## src/sv/sync_frame_angle_decoder_unit_macros.svh

```systemverilog
// Assertion macros for the sync frame angle decoder
`ifndef SYNC_FRAME_ANGLE_DECODER_UNIT_MACROS_SVH
`define SYNC_FRAME_ANGLE_DECODER_UNIT_MACROS_SVH

// same-cycle implication
`define SFAD_ASSERT_NOW(label, clk, rst, ante, cons, msg) \
   label: assert property (@(posedge clk) disable iff (rst) (ante) |-> (cons)) \
      else $error(msg);

// next-cycle implication
`define SFAD_ASSERT_NEXT(label, clk, rst, ante, cons, msg) \
   label: assert property (@(posedge clk) disable iff (rst) (ante) |=> (cons)) \
      else $error(msg);

`endif

```

## src/sv/sfad_pkg.sv

```systemverilog
// Package: types, constants and angle function of the sync frame angle decoder
`default_nettype none
package sfad_pkg;

   localparam logic [7:0]  SYNC_FIRST  = 8'h55;
   localparam logic [7:0]  SYNC_SECOND = 8'hAA;
   localparam logic [7:0]  CMD_ANGLE   = 8'h06;
   localparam logic [34:0] ANGLE_LIMIT = 35'd61440;
   localparam logic [34:0] ANGLE_WRAP  = 35'd122880;

   typedef enum logic [2:0] {
      PH_IDLE  = 3'd0,
      PH_SYNC1 = 3'd1,
      PH_SYNC2 = 3'd2,
      PH_DATA  = 3'd3,
      PH_CSUM  = 3'd4
   } phase_type;

   // completed frame handed from parser to output stage
   typedef struct packed {
      logic        fire;
      logic [31:0] value;
      logic        ok;
   } frame_type;

   // angle in 1/1024 degree: 3*v, or 3*(v - wrap) above the limit, mod 2^35
   function automatic logic signed [34:0] angle_of(input logic [31:0] v);
      logic [34:0] x;
      logic [34:0] d;
      x = {3'b000, v};
      d = (x <= ANGLE_LIMIT) ? x : (x - ANGLE_WRAP);
      return $signed(d + {d[33:0], 1'b0});
   endfunction

endpackage
`default_nettype wire

```

## src/sv/sfad_parser.sv

```systemverilog
// Frame parser: header hunt, data shift, running checksum
`default_nettype none
module sfad_parser (
   input  wire logic              clock,
   input  wire logic              reset,
   input  wire logic              accept,
   input  wire logic [7:0]        rx_byte,
   output sfad_pkg::phase_type    phase,
   output sfad_pkg::frame_type    frame
);
   import sfad_pkg::*;

   phase_type   phase_ff, phase_in;
   logic [1:0]  count_ff, count_in;
   logic [31:0] value_ff, value_in;
   logic [7:0]  sum_ff, sum_in;
   logic        clear_frame;
   logic        shift_byte;

   // next state
   always_comb begin
      phase_in = phase_ff;
      if (accept) begin
         case (phase_ff)
            PH_IDLE: begin
               phase_in = (rx_byte == SYNC_FIRST) ? PH_SYNC1 : PH_IDLE;
            end
            PH_SYNC1: begin
               if (rx_byte == SYNC_FIRST) phase_in = PH_SYNC1;
               else if (rx_byte == SYNC_SECOND) phase_in = PH_SYNC2;
               else phase_in = PH_IDLE;
            end
            PH_SYNC2: begin
               if (rx_byte == SYNC_FIRST) phase_in = PH_SYNC1;
               else if (rx_byte == CMD_ANGLE) phase_in = PH_DATA;
               else phase_in = PH_IDLE;
            end
            PH_DATA: begin
               phase_in = (count_ff == 2'd3) ? PH_CSUM : PH_DATA;
            end
            PH_CSUM: begin
               phase_in = PH_IDLE;
            end
            default: begin
               phase_in = (rx_byte == SYNC_FIRST) ? PH_SYNC1 : PH_IDLE;
            end
         endcase
      end
   end

   // outputs
   always_comb begin
      clear_frame = 1'b0;
      shift_byte  = 1'b0;
      frame.fire  = 1'b0;
      case (phase_ff)
         PH_SYNC2: begin
            clear_frame = accept && (rx_byte == CMD_ANGLE);
         end
         PH_DATA: begin
            shift_byte = accept;
         end
         PH_CSUM: begin
            frame.fire = accept;
         end
         default: begin
            clear_frame = 1'b0;
         end
      endcase
      frame.value = value_ff;
      frame.ok    = (rx_byte == sum_ff);
   end

   always_comb begin
      count_in = count_ff;
      value_in = value_ff;
      sum_in   = sum_ff;
      if (clear_frame) begin
         count_in = 2'd0;
         value_in = 32'd0;
         sum_in   = CMD_ANGLE;
      end else if (shift_byte) begin
         count_in = count_ff + 2'd1;
         value_in = {value_ff[23:0], rx_byte};
         sum_in   = sum_ff + rx_byte;
      end
   end

   always_ff @(posedge clock) begin
      if (reset) begin
         phase_ff <= PH_IDLE;
         count_ff <= 2'd0;
         value_ff <= 32'd0;
         sum_ff   <= 8'd0;
      end else begin
         phase_ff <= phase_in;
         count_ff <= count_in;
         value_ff <= value_in;
         sum_ff   <= sum_in;
      end
   end

   assign phase = phase_ff;

endmodule
`default_nettype wire

```

## src/sv/sync_frame_angle_decoder_unit.sv

```systemverilog
// Sync frame angle decoder: takes one byte per clock, finds 55 AA 06 frames
// with four big-endian data bytes and a sum checksum, and returns one word per
// frame with the value, the checksum flag and the angle in 1/1024 degree.
// The result word is registered and shows in the cycle after the checksum
// byte is taken. The input stalls only when a checksum byte arrives while
// the previous result word is still held.
`default_nettype none
module sync_frame_angle_decoder_unit (
   input  wire logic               clock,
   input  wire logic               reset,
   input  wire logic               req_valid,
   output      logic               req_ready,
   input  wire logic [7:0]         req_rx_byte,
   output      logic               rsp_valid,
   input  wire logic               rsp_ready,
   output      logic [31:0]        rsp_frame_value,
   output      logic               rsp_checksum_ok,
   output      logic signed [34:0] rsp_angle_q10
);
   import sfad_pkg::*;
   `include "sync_frame_angle_decoder_unit_macros.svh"

   phase_type          phase;
   frame_type          frame;
   logic               accept;
   logic               valid_ff, valid_in;
   logic [31:0]        value_ff;
   logic               ok_ff;
   logic signed [34:0] angle_ff;

   assign req_ready = !valid_ff || rsp_ready || (phase != PH_CSUM);
   assign accept    = req_valid && req_ready;

   sfad_parser u_parser (
      .clock   (clock),
      .reset   (reset),
      .accept  (accept),
      .rx_byte (req_rx_byte),
      .phase   (phase),
      .frame   (frame)
   );

   always_comb begin
      if (frame.fire) valid_in = 1'b1;
      else if (rsp_ready) valid_in = 1'b0;
      else valid_in = valid_ff;
   end

   always_ff @(posedge clock) begin
      if (reset) begin
         valid_ff <= 1'b0;
      end else begin
         valid_ff <= valid_in;
      end
   end

   always_ff @(posedge clock) begin
      if (frame.fire) begin
         value_ff <= frame.value;
         ok_ff    <= frame.ok;
         angle_ff <= angle_of(frame.value);
      end
   end

   assign rsp_valid       = valid_ff;
   assign rsp_frame_value = value_ff;
   assign rsp_checksum_ok = ok_ff;
   assign rsp_angle_q10   = angle_ff;

   `SFAD_ASSERT_NOW(a_stall_only_full, clock, reset,
      !req_ready, valid_ff && !rsp_ready, "input stalled without a held word")
   `SFAD_ASSERT_NOW(a_no_overwrite, clock, reset,
      frame.fire, !valid_ff || rsp_ready, "result word overwritten")
   `SFAD_ASSERT_NEXT(a_fire_shows, clock, reset,
      frame.fire, valid_ff && (value_ff == $past(frame.value)), "frame not presented")

endmodule
`default_nettype wire
```

## config.mk

```make
export PLATFORM = sky130hd
export DESIGN_NAME = sync_frame_angle_decoder_unit
export DESIGN_NICKNAME = d
export VERILOG_FILES = /design/src/sv/sfad_pkg.sv /design/src/sv/sfad_parser.sv /design/src/sv/sync_frame_angle_decoder_unit.sv
export VERILOG_INCLUDE_DIRS = /design/src /design/src/sv
export SDC_FILE = /design/constraint.sdc
export NUM_CORES = 1
export LEC_CHECK = 0
export ABC_CLOCK_PERIOD_IN_PS = 4500
export BUFFER_PORTS_ARGS = -buffer_cell sky130_fd_sc_hd__buf_2
export CAP_MARGIN = 20
export CORE_ASPECT_RATIO = 1.4
export CORE_UTILIZATION = 54
export CTS_BUF_LIST = sky130_fd_sc_hd__clkbuf_8
export DETAILED_ROUTE_END_ITERATION = 7
export HOLD_SLACK_MARGIN = 0.06
export PLACE_DENSITY = 0.8
export SYNTH_ARGS = -nofsm -noshare
export SYNTH_HDL_FRONTEND = slang
export SYNTH_SLANG_ARGS = --single-unit
```

## constraint.sdc

```tcl
create_clock -name clock -period 4.5 [get_ports clock]
set_clock_uncertainty 0.15 [all_clocks]
set_input_delay 1.35 -clock clock [delete_from_list [all_inputs] [get_ports clock]]
set_output_delay 1.35 -clock clock [all_outputs]
set_load 0.01 [all_outputs]
```

## Word-level counts from Yosys, hierarchy flattened

Cells that the tools add are included.

- Flip-flop bits (word level): 114
- Bits in latches: 0
- RAM bits: 0
- Bits in read-only memories: 0
- Input bits: 12
- Output and inout bits: 70
- Logic and storage cells: 47
- Memories kept: 0

- Add/sub/neg operators: 4
- Multiply operators: 0
- Divide/modulo/power cells: 0
- Magnitude comparators: 1
- Equal/unequal tests: 10
- Shift-type cells: 0
- Multiplexer cells: 15
- Bitwise gates (word level): 0
- Reductions and logical operators: 8

Operators by type and width:

| cell | count |
|---|---|
| adder 35 bit | 1 |
| two-way mux 35 bit | 1 |
| subtractor 32 x 17 -> 33 bit (second input constant) | 1 |
| less-or-equal comparator 32 x 16 -> 1 bit (second input constant) | 1 |
| two-way mux 3 bit | 5 |
| case mux 3 bit (4 select lines) | 1 |
| adder 8 bit | 1 |
| equality test 8 x 3 -> 1 bit (second input constant) | 1 |
| equality test 8 x 7 -> 1 bit (second input constant) | 1 |
| equality test 8 bit | 1 |
| equality test 8 bit (second input constant) | 1 |
| equality test 3 x 2 -> 1 bit (second input constant) | 2 |
| two-way mux 1 bit | 6 |
| two-way mux 2 bit | 2 |
| nonzero test 2 bit | 2 |
| equality test 3 x 1 -> 1 bit (second input constant) | 1 |
| equality test 3 bit (second input constant) | 1 |
| != test 3 bit (second input constant) | 1 |
| adder 2 x 1 -> 2 bit (second input constant) | 1 |
| equality test 2 bit (second input constant) | 1 |
| logical AND 1 bit | 2 |
| logical OR 1 bit | 2 |
| OR reduction 2 bit | 1 |
| zero test 1 bit | 1 |

## Longest topological paths before layout

Gate-level depths: netlist of run 1.

- Word-level depth: 7
- Mapped depth: 17
- Mapped depth without buffers: 16

## Cells and area by module

A second synthesis of run 1 with hierarchy kept.

- Cell total of the unflattened synthesis: 652
- Area total of the unflattened synthesis: 6342.3 µm²

Modules (own cells, without submodules):

| module | instances | cells an instance | area each (µm²) | sequential area each (µm²) |
|---|---|---|---|---|
| sync_frame_angle_decoder_unit | 1 | 399 | 4284.1 | 2031.9 |
| sfad_parser | 1 | 253 | 2058.2 | 900.9 |

## Worst setup path before layout of run 1

Ideal clock, no wire load.

- Path kind: reg-to-reg
- Start: register u_parser.value_ff[23]
- End: register angle_ff[30], in the netlist rsp_angle_q10[30], data pin
- Library setup time: 0.195 ns
- Arrival time: 4.300 ns
- Required time: 4.155 ns
- Path slack: -0.145 ns
- Cell stages (with the launch flop): 15
- Buffers on the path: 1
- Clock period less this slack: 4.645 ns
- Cells stage by stage: dfxtp_1 > or4_4 > nor4_4 > or3b_1 > or4_4 > nor2_4 > mux2_1 > ha_1 > clkbuf_1 > a21o_1 > a2111oi_0 > nand2_1 > a21o_1 > o22a_1 > o311ai_0

- Cells in the longest elaborated chain, start to end: 3
- Elaborated cells on any way between the ends: 4
- Those cells by class: add/sub: 2; order compare: 1; mux: 1

RTL lines:

| what | RTL line | source |
|---|---|---|
| from (decl) | sfad_parser.sv:15 | `logic [31:0] value_ff, value_in;` |
| from (signal assigned) | sfad_parser.sv:98 | `value_ff <= value_in;` |
| subtractor 32 x 17 -> 33 bit or less-or-equal comparator 32 x 16 -> 1 bit (tied branches) | sfad_pkg.sv:31 | `d = (x <= ANGLE_LIMIT) ? x : (x - ANGLE_WRAP);` |
| two-way mux 35 bit (*) | sfad_pkg.sv:31 |  |
| adder 35 bit (*) | sfad_pkg.sv:32 | `return $signed(d + {d[33:0], 1'b0});` |
| to (signal assigned) | sync_frame_angle_decoder_unit.sv:61 | `angle_ff <= angle_of(frame.value);` |
| to (decl) | sync_frame_angle_decoder_unit.sv:29 | `logic signed [34:0] angle_ff;` |

Every way passes the cells marked *; elsewhere a longest branch is shown, timed or not.
A chain may end at the register's enable or synchronous reset.

## Final worst setup path of run 1

- Start: register u_parser.value_ff[25]
- End: register angle_ff[30], in the netlist rsp_angle_q10[30], data pin

The elaborated chain is that of the path after synthesis.

==> flow_summary.ini, run 1 <==
[worst_setup_path]
critPathTopFamily = simple AND/OR/NAND/NOR gates
r2r_start = u_parser.value_ff[25]
path_cells = or4_4 > nor4_4 > or3b_4 > or4_4 > nor2_4 > nor2_2 > xor2_1 > ha_1 > a21o_1 > a21o_1 > buf_4 > o21a_1 > a21o_4 > o22a_1 > o311ai_1
endpoint = rsp_angle_q10[30]
reg2regPathDepth = 15
critical_path.max_fanout = 7
required_ns = 4.60
start_kind = register
worst-path-buf-inv = 1
cp_num_cells = 15
cp-end-kind = register
crit_arrival_ns = 4.59
critPathLaunch = u_parser.value_ff[25]
crit_type = reg2reg
cp_slowest_cell = or4_4
worst_r2r_endpoint = rsp_angle_q10[30]
ff2ff_setup_slack_ns = 0.01
slowest_delay_ns = 0.55

[clock_tree]
path_clk_slew_ns = 0.07
cts-root-buf = clkbuf_8
cts.path.max_buffers = 2
cts_tree = yes
cts.sinks = 113
clk_latency_ns = 0.44
cts_buffers = 17
cts.htree.levels = 4

[floorplan]
ios = 82
fp.dieH_um = 129
die_area_um2 = 12000
rows = 46
die_w_um = 93.0
start_util_pct = 55.4
coreArea_um2 = 11300

[synth]
syn-num-nets = 703
synthTopCellsByArea = edfxtp_1 (32%), dfxtp_1 (15%), ha_1 (9.4%)
synthCells = 642
syn_area_um2 = 6250
yosys.area.top_type = edfxtp_1
synth_top_area_share_pct = 32.2
ys_seq_area_share_pct = 46.9
synth_edf_count = 67
yosysWarnings = 0
syn_avg_cell_area_um2 = 9.74
synthFlopType = edfxtp_1
synthArstFlopShare_pct = 0
synth_seq_cells = 113
yosysUniqueCellTypes = 55

[sta]
setup_ws_ns = 0.0119
setup_viol = 0
fin_crit_sh_pct = 99.7
max_freq_mhz = 223
rsz0062_at_grt = yes
tightest_slew_ns = 0.840
finalHoldViolations = 0
relSlewSlack_pct = 44.0
finalCriticalPeriod_ns = 4.49
tns_ns = 0
final-max-slew-violation-count = 0

[pwr]
power_density_nw_per_um2 = 257
vdd_drop_max_uv = 207
p_leak_uw = 0.00316

[global_routing]
grt_pass1_vias = 5138
antenna_found_initial = 0
grt_overflow = 0
grt_pass1_wl_um = 23900
grt_max_degree = 68
grt_usage_pct = 25.6

[worst_hold_path]
min_path_cells = 2
hold_class = reg2reg

[detailed_routing]
drt-initial-drc-count = 364
remaining_drc_errors = 0
firstDrtPassIters = 6
postRouteAntennaNets = 0
wl_per_cell_um = 16.4
vias_per_cell = 5.74
drt_wl_total_um = 15200
vias = 5307

[finish]
fillers = 892
multi_input_comb_area_um2 = 3380
drive_above_1_share_pct = 26.2
layout.cells.most_common_list = nand2_1 (117), buf_2 (81), a21oi_1 (74)
nNetsFinal = 829
antenna-diode-count = 0
syn2layout_area_growth_pct = 23.4
register_area_um2 = 2930
final_common_cell = nand2_1

[outcome]
outcome = finished clean

[placed_design]
dp_hpwl_um = 11000
gp_congestion = 0.903
numPortBuffers = 81
dp_slack_ns = -0.164

[job]
cap_violations = 0
state kept, by name (all words and copies together), names as in the netlist:
| signal | count |
|---|---|
| u_parser.value_ff | 32 |
| rsp_valid | 1 |
| u_parser.phase | 3 |
| rsp_frame_value | 32 |
| rsp_angle_q10 | 34 |
| rsp_checksum_ok | 1 |
| u_parser.sum_ff | 8 |
| u_parser.count_ff | 2 |
logic make-up (layout without fill, tap and decap cells):
family,count (synthesis),in the layout,synth area share (%)
DFF,113,113,46.9
AOI/OAI and AO/OA,171,171,16.9
adders and majority gates,49,49,10.0
xor gates and xnor gates,51,51,7.14
buffers and inverters,49,188,3.00
muxes,2,2,0.360
and+or+nand+nor,207,207,15.6
worst min-delay path, cell delays in order, from the launching register on:
cell	delay, ns
dfxtp_1	0.31
nand2_1	0.05
a21oi_1	0.05
worst min path at each step:
stage                          start                  end  slack (ns)
2_1_floorplan  u_parser.value_ff[16]  rsp_frame_value[16]        0.26
3_3_place_gp      u_parser.sum_ff[5]   u_parser.sum_ff[5]        0.29
3_5_place_dp      u_parser.sum_ff[4]   u_parser.sum_ff[4]        0.30
4_1_cts           u_parser.sum_ff[4]   u_parser.sum_ff[4]        0.31
5_1_grt           u_parser.sum_ff[4]   u_parser.sum_ff[4]        0.33
6_report          u_parser.sum_ff[6]   u_parser.sum_ff[6]        0.31
cell usage after synthesis, types with 16 or more instances:
library cell,count
clkbuf_1,18
a21o_1,21
inv_1,26
edfxtp_1,67
dfxtp_1,46
nor2_1,26
a21oi_1,79
xor2_1,16
ha_1,47
nand2_1,118
o21ai_0,17
xnor2_1,35
cell type report:
| class | instances | area share [%] |
|---|---|---|
| Tap cell | 144 | 2.33 |
| Clock buffer | 17 | 3.03 |
| Clock inverter | 15 | 1.57 |
| Multi-Input combinational cell | 480 | 43.8 |
| Timing Repair Buffer | 130 | 10.0 |
| Inverter | 26 | 1.26 |
| Sequential cell | 113 | 38.0 |
where the power goes:
| group | leakage, µW | internal, µW | switching (µW) | total [µW] |
|---|---|---|---|---|
| Combinational | 0.00207 | 15.5 | 27.6 | 43.0 |
| Clock | 0.000177 | 429 | 428 | 857 |
| Sequential | 0.000905 | 1080 | 2.52 | 1090 |
| Total | 0.00316 | 1530 | 458 | 1990 |
stage by stage:
| stage | utilization, % | power, µW | hold slack, ns | cells | cell area (µm²) |
|---|---|---|---|---|---|
| 2_1_floorplan | - | 1130 | 0.256 | 642 | 6270 |
| 3_3_place_gp | 62.6 | 1150 | 0.295 | 883 | 7060 |
| 3_5_place_dp | 62.6 | 1150 | 0.302 | 883 | 7060 |
| 4_1_cts | 66.4 | 2000 | 0.312 | 918 | 7490 |
| 5_1_grt | 68.4 | 2050 | 0.326 | 925 | 7720 |
| 6_report | 68.4 | 1990 | 0.307 | 925 | 7720 |
per-layer routing:
layer / GRT usage [%] / up-vias / wire length, µm
met5: 0 / - / 0
met4: 12.8 / 0 / 422
met3: 4.64 / 43 / 630
met2: 48.6 / 177 / 8410
met1: 26.8 / 2510 / 5710
li1: - / 2577 / -
what timing repair did:
| action | in CTS | in global routing |
|---|---|---|
| setup buffers | 3 | 7 |
| pin swaps | 10 | 23 |
| hold buffers | 0 | 0 |
| endpoints found under the setup margin | 13 | 13 |
| gates resized for setup | 15 | 30 |
No activity file was read; power rests on OpenSTA's default activity.
==> run 2, diff against run 1 <==
BUFFER_PORTS_ARGS = -buffer_cell sky130_fd_sc_hd__buf_4   (was -buffer_cell sky130_fd_sc_hd__buf_2)
SYNTH_HIERARCHICAL = 1   (was default)
==> run 2 against run 1 <==
  * Non-clock buffer count down 30
  * Clock power is 17% higher
  * Sequential share of layout area rose by 0.34 points
  * Die area grew 1.4%
  * Register-to-register slack better by 0.07 ns
  * Via count rose by 1.8%
==> flow_summary.ini, run 2 <==
[outcome]
outcome = finished clean

[clock_tree]
cts-root-buf = clkbuf_8
cts_buffers = 17
cts_tree = yes
cts.htree.levels = 4
path_clk_slew_ns = 0.07
ctsHoldBuffers = 0
cts.sinks = 113
clk_latency_ns = 0.45
cts.path.max_buffers = 2

[worst_setup_path]
start_kind = register
cp-end-kind = register
reg2regPathDepth = 12
critical_path.max_fanout = 6
crit_type = reg2reg
crit_arrival_ns = 4.46
required_ns = 4.54

[floorplan]
ios = 82
die_area_um2 = 12200
coreArea_um2 = 11400
rows = 46
fp.dieH_um = 130
start_util_pct = 55.7
die_w_um = 93.6

[global_routing]
grt_overflow = 0
grt_usage_pct = 25.7
grt_pass1_vias = 5184
antenna_found_initial = 0
grt_max_degree = 39
grt_pass1_wl_um = 23900

[sta]
final-max-slew-violation-count = 0
finalHoldViolations = 0
tightest_slew_ns = 0.962
relSlewSlack_pct = 35.8
rsz0062_at_grt = yes
fin_crit_sh_pct = 98.1
finalCriticalPeriod_ns = 4.41
setup_viol = 0
max_freq_mhz = 227
tns_ns = 0

[synth]
synth_top_area_share_pct = 31.7
synthCells = 652
syn-num-nets = 713
syn_avg_cell_area_um2 = 9.73
syn_area_um2 = 6340
synthMostInstantiatedCell = nand2_1
synth_edf_count = 67
synthFlopType = edfxtp_1
yosysUniqueCellTypes = 61
synth_seq_cells = 113
yosys.area.top_type = edfxtp_1
yosys-top-cells-count = nand2_1 (102), a21oi_1 (78), edfxtp_1 (67)
yosysWarnings = 6
synthTopCellsByArea = edfxtp_1 (32%), dfxtp_1 (15%), ha_1 (9.3%)
ys_seq_area_share_pct = 46.2
synthArstFlopShare_pct = 0

[detailed_routing]
firstDrtPassIters = 5
drt-initial-drc-count = 387
drt_wl_total_um = 15300
remaining_drc_errors = 0
vias = 5405
postRouteAntennaNets = 0
wl_per_cell_um = 16.9
vias_per_cell = 5.97

[worst_hold_path]
hold_class = reg2reg
min_path_cells = 2

[job]
cap_violations = 0

[placed_design]
detailed_place.area_um2 = 7170
numPortBuffers = 81
dp_hpwl_um = 11200
gp_congestion = 0.954

[finish]
final_area_um2 = 7650
syn2layout_area_growth_pct = 20.6
final_common_cell = nand2_1
nNetsFinal = 810
antenna-diode-count = 0
fin_util_pct = 67.1
layout.cells.most_common_list = nand2_1 (102), buf_4 (100), a21oi_1 (75)
fillers = 903
largest_register_ffs = 34
drive_above_1_share_pct = 20.3

[pwr]
vdd_drop_max_uv = 233
p_leak_uw = 0.00320
power_density_nw_per_um2 = 280
run 2: metrics by stage:
step | total power (µW) | worst slack (ns) | std cells | hold slack (ns)
finish | 2140 | 0.0863 | 906 | 0.313
global route | 2190 | -0.0738 | 906 | 0.337
CTS | 2150 | 0.0126 | 904 | 0.313
detailed placement | 1160 | 0.0256 | 872 | 0.303
global placement | 1160 | 0.134 | 872 | 0.296
floorplan | 1140 | 0.0193 | 652 | 0.283
run 2: logic make-up after synthesis:
logic type	synth area share, %
mux	0.651
flops	46.2
simple gates	16.6
xor+xnor	6.49
compound gates	16.4
buf+inv	3.73
fa+ha+maj	9.90
run 2: layout make-up:
type / count / area [µm²] / share of cell area [%]
multi-input cells: 485 / 3250 / 42.5
well taps: 144 / 180 / 2.36
clock inverters: 12 / 141 / 1.85
clock buffers: 20 / 275 / 3.60
inverters: 32 / 120 / 1.57
repair buffers: 100 / 751 / 9.82
flip-flops and latches: 113 / 2930 / 38.4
run 2: timing repair:
item / 4_1_cts / 5_1_grt
buffers inserted: 0 / 2
setup endpoints to repair: 0 / 9
endpoints found under the hold margin: 0 / 0
gates resized for setup: 0 / 12
run 2: final timing paths:
path,startpoint,to,slack (ns)
worst min register to register,u_parser/sum_ff[0],u_parser/sum_ff[0],0.31
worst min-delay path,u_parser/sum_ff[0],u_parser/sum_ff[0],0.31
worst max-delay path,u_parser/value_ff[27],rsp_angle_q10[25],0.09
worst max register to register,u_parser/value_ff[27],rsp_angle_q10[25],0.09
run 2: per-layer routing:
metal / up-vias / track usage [%] / wire length (µm)
met4: 0 / 14.9 / 720
met3: 62 / 6.00 / 777
met1: 2561 / 26.0 / 5710
met2: 228 / 47.7 / 8110
li1: 2554 / - / -
met5: - / 0 / 0
run 2: worst max-delay path: stages, from the launching register on:
cell and delay, ns:
dfxtp_1 0.32, or4_4 0.54, or4b_4 0.53, a311oi_4 0.28, nand2_2 0.17, mux2_2 0.33, ha_1 0.30, nand2_1 0.09
or3_4 0.40, or3_1 0.41, o211a_4 0.19, o31a_1 0.33, xnor2_1 0.13
run 2: power by group:
part           switching (µW)  internal, µW
combinational            29.3          19.6
clock                     417           585
sequential               3.43          1080
==> run 3, diff against run 2 <==
RECOVER_POWER = 50   (was default)
==> run 3 against run 2 <==
  * Wire length increased by 0.16%
  * Worst hold slack barely moved
  * Worst setup slack worse by 0.0085 ns
  * Global-route usage unchanged
  * Clock power is essentially flat
  * Critical path type unchanged
  * Highest routed layer unchanged
==> flow_summary.ini, run 3 (same netlist as run 2, synthesis figures left out) <==
[worst_setup_path]
critPathTopFamily = simple AND/OR/NAND/NOR gates
cp-end-kind = register
reg2regPathDepth = 12
path_cells = or4_4 > or4b_4 > a311oi_4 > nand2_2 > mux2_2 > ha_1 > nand2_1 > or3_4 > or3_1 > o211a_4 > o31a_1 > xnor2_1
critical_path.max_fanout = 6
slowest_delay_ns = 0.54
cp_slowest_cell = or4_4
crit_type = reg2reg
required_ns = 4.54
crit_arrival_ns = 4.46
ff2ff_setup_slack_ns = 0.08
start_kind = register
worst_r2r_endpoint = rsp_angle_q10[25]
r2r_start = u_parser/value_ff[27]
worst-path-buf-inv = 0

[detailed_routing]
firstDrtPassIters = 5
vias_per_cell = 5.97
remaining_drc_errors = 0
drt-initial-drc-count = 393
postRouteAntennaNets = 0
drt_wl_total_um = 15300
vias = 5411
wl_per_cell_um = 16.9

[pwr]
p_leak_uw = 0.00319
p_clk_share_pct = 46.8
power_density_nw_per_um2 = 280
vdd_drop_max_uv = 229
power_frac_seq_pct = 50.9
p_sw_uw = 447
p_int_uw = 1690
switching_share_pct = 20.9
combPwrFrac_pct = 2.3

[clock_tree]
path_clk_slew_ns = 0.07
cts-root-buf = clkbuf_8
ctsHoldBuffers = 0
cts_tree = yes
clk_latency_ns = 0.44
cts.sinks = 113
cts.path.max_buffers = 2
cts.htree.levels = 4
cts_buffers = 17

[finish]
drive_above_1_share_pct = 20.1
largest_register_ffs = 34
final_common_cell = nand2_1
layout.cells.most_common_list = nand2_1 (102), buf_4 (98), a21oi_1 (75)
antenna-diode-count = 0
nNetsFinal = 810
syn2layout_area_growth_pct = 20.5
fin_util_pct = 67.0

[sta]
finalHoldViolations = 0
max_freq_mhz = 226
final-max-slew-violation-count = 0
fin_crit_sh_pct = 98.3
setup_viol = 0
tns_ns = 0
relSlewSlack_pct = 35.9
setup_ws_ns = 0.0778
finalCriticalPeriod_ns = 4.42
tightest_slew_ns = 0.962
rsz0062_at_grt = yes

[floorplan]
rows = 46
die_area_um2 = 12200
die_w_um = 93.6
fp.dieH_um = 130
coreArea_um2 = 11400
start_util_pct = 55.7
ios = 82

[global_routing]
grt_overflow = 0
grt_pass1_vias = 5184
antenna_found_initial = 0
grt_pass1_wl_um = 23900
grt_max_degree = 39
grt_usage_pct = 25.7

[placed_design]
dp_slack_ns = 0.0256
gp_congestion = 0.954
dp_hpwl_um = 11200
numPortBuffers = 81

[worst_hold_path]
hold_class = reg2reg
hold_end = u_parser/sum_ff[0]
hp-start = u_parser/sum_ff[0]
min_path_cells = 2

[outcome]
outcome = finished clean

[job]
cap_violations = 0
## run 3: stage by stage
step / hold WS (ns) / cells / power [µW] / area [µm²]
after floorplan: 0.283 / 652 / 1140 / 6370
after global placement: 0.296 / 872 / 1160 / 7170
after detailed placement: 0.303 / 872 / 1160 / 7170
after CTS: 0.313 / 904 / 2150 / 7580
after global routing: 0.337 / 906 / 2190 / 7640
final: 0.313 / 906 / 2140 / 7640
## run 3: worst max-delay path by stage
| stage | slack [ns] | to | start | cells after the start |
|---|---|---|---|---|
| 3_3_place_gp | 0.13 | rsp_angle_q10[25] | u_parser/value_ff[27] | 12 |
| 4_1_cts | 0.01 | rsp_angle_q10[25] | u_parser/value_ff[27] | 12 |
| 3_5_place_dp | 0.03 | rsp_angle_q10[25] | u_parser/value_ff[27] | 12 |
| 2_1_floorplan | 0.02 | rsp_angle_q10[10] | rsp_ready | 4 |
| 6_report | 0.08 | rsp_angle_q10[25] | u_parser/value_ff[27] | 12 |
| 5_1_grt | -0.07 | rsp_angle_q10[31] | u_parser/value_ff[27] | 14 |
## run 3: area by class of cell
type,count,area [µm²]
Fill cell,906,3760
Clock inverter,12,141
Tap cell,144,180
Timing Repair Buffer,100,743
Multi-Input combinational cell,485,3250
Clock buffer,20,275
Inverter,32,120
Sequential cell,113,2930
## run 3: worst register-to-register path, cell delays in order, from the launching register on
cell	delay, ns
dfxtp_1	0.32
or4_4	0.54
or4b_4	0.53
a311oi_4	0.29
nand2_2	0.17
mux2_2	0.33
ha_1	0.30
nand2_1	0.09
or3_4	0.40
or3_1	0.42
o211a_4	0.19
o31a_1	0.33
xnor2_1	0.13
## run 3: repair_timing
action,4_1_cts,5_1_grt
buffers inserted,0,2
resized for setup,0,12
endpoints found under the setup margin,0,9
## run 3: power groups by stage
stage          logic, µW  registers [µW]  clock network [µW]
6_report            48.9            1090                1000
5_1_grt             53.0            1090                1050
4_1_cts             48.3            1090                1010
3_5_place_dp        48.0            1110                   0
3_3_place_gp        46.3            1110                   0
2_1_floorplan       31.8            1110                   0
## run 3: metal layers
metal  vias to the layer above  global-route usage [%]  routed length, µm
met1                      2559                    26.0               5710
li1                       2552                       -                  -
met3                        55                    6.00                786
met5                         -                       0                  0
met4                         0                    14.9                678
met2                       245                    47.7               8170
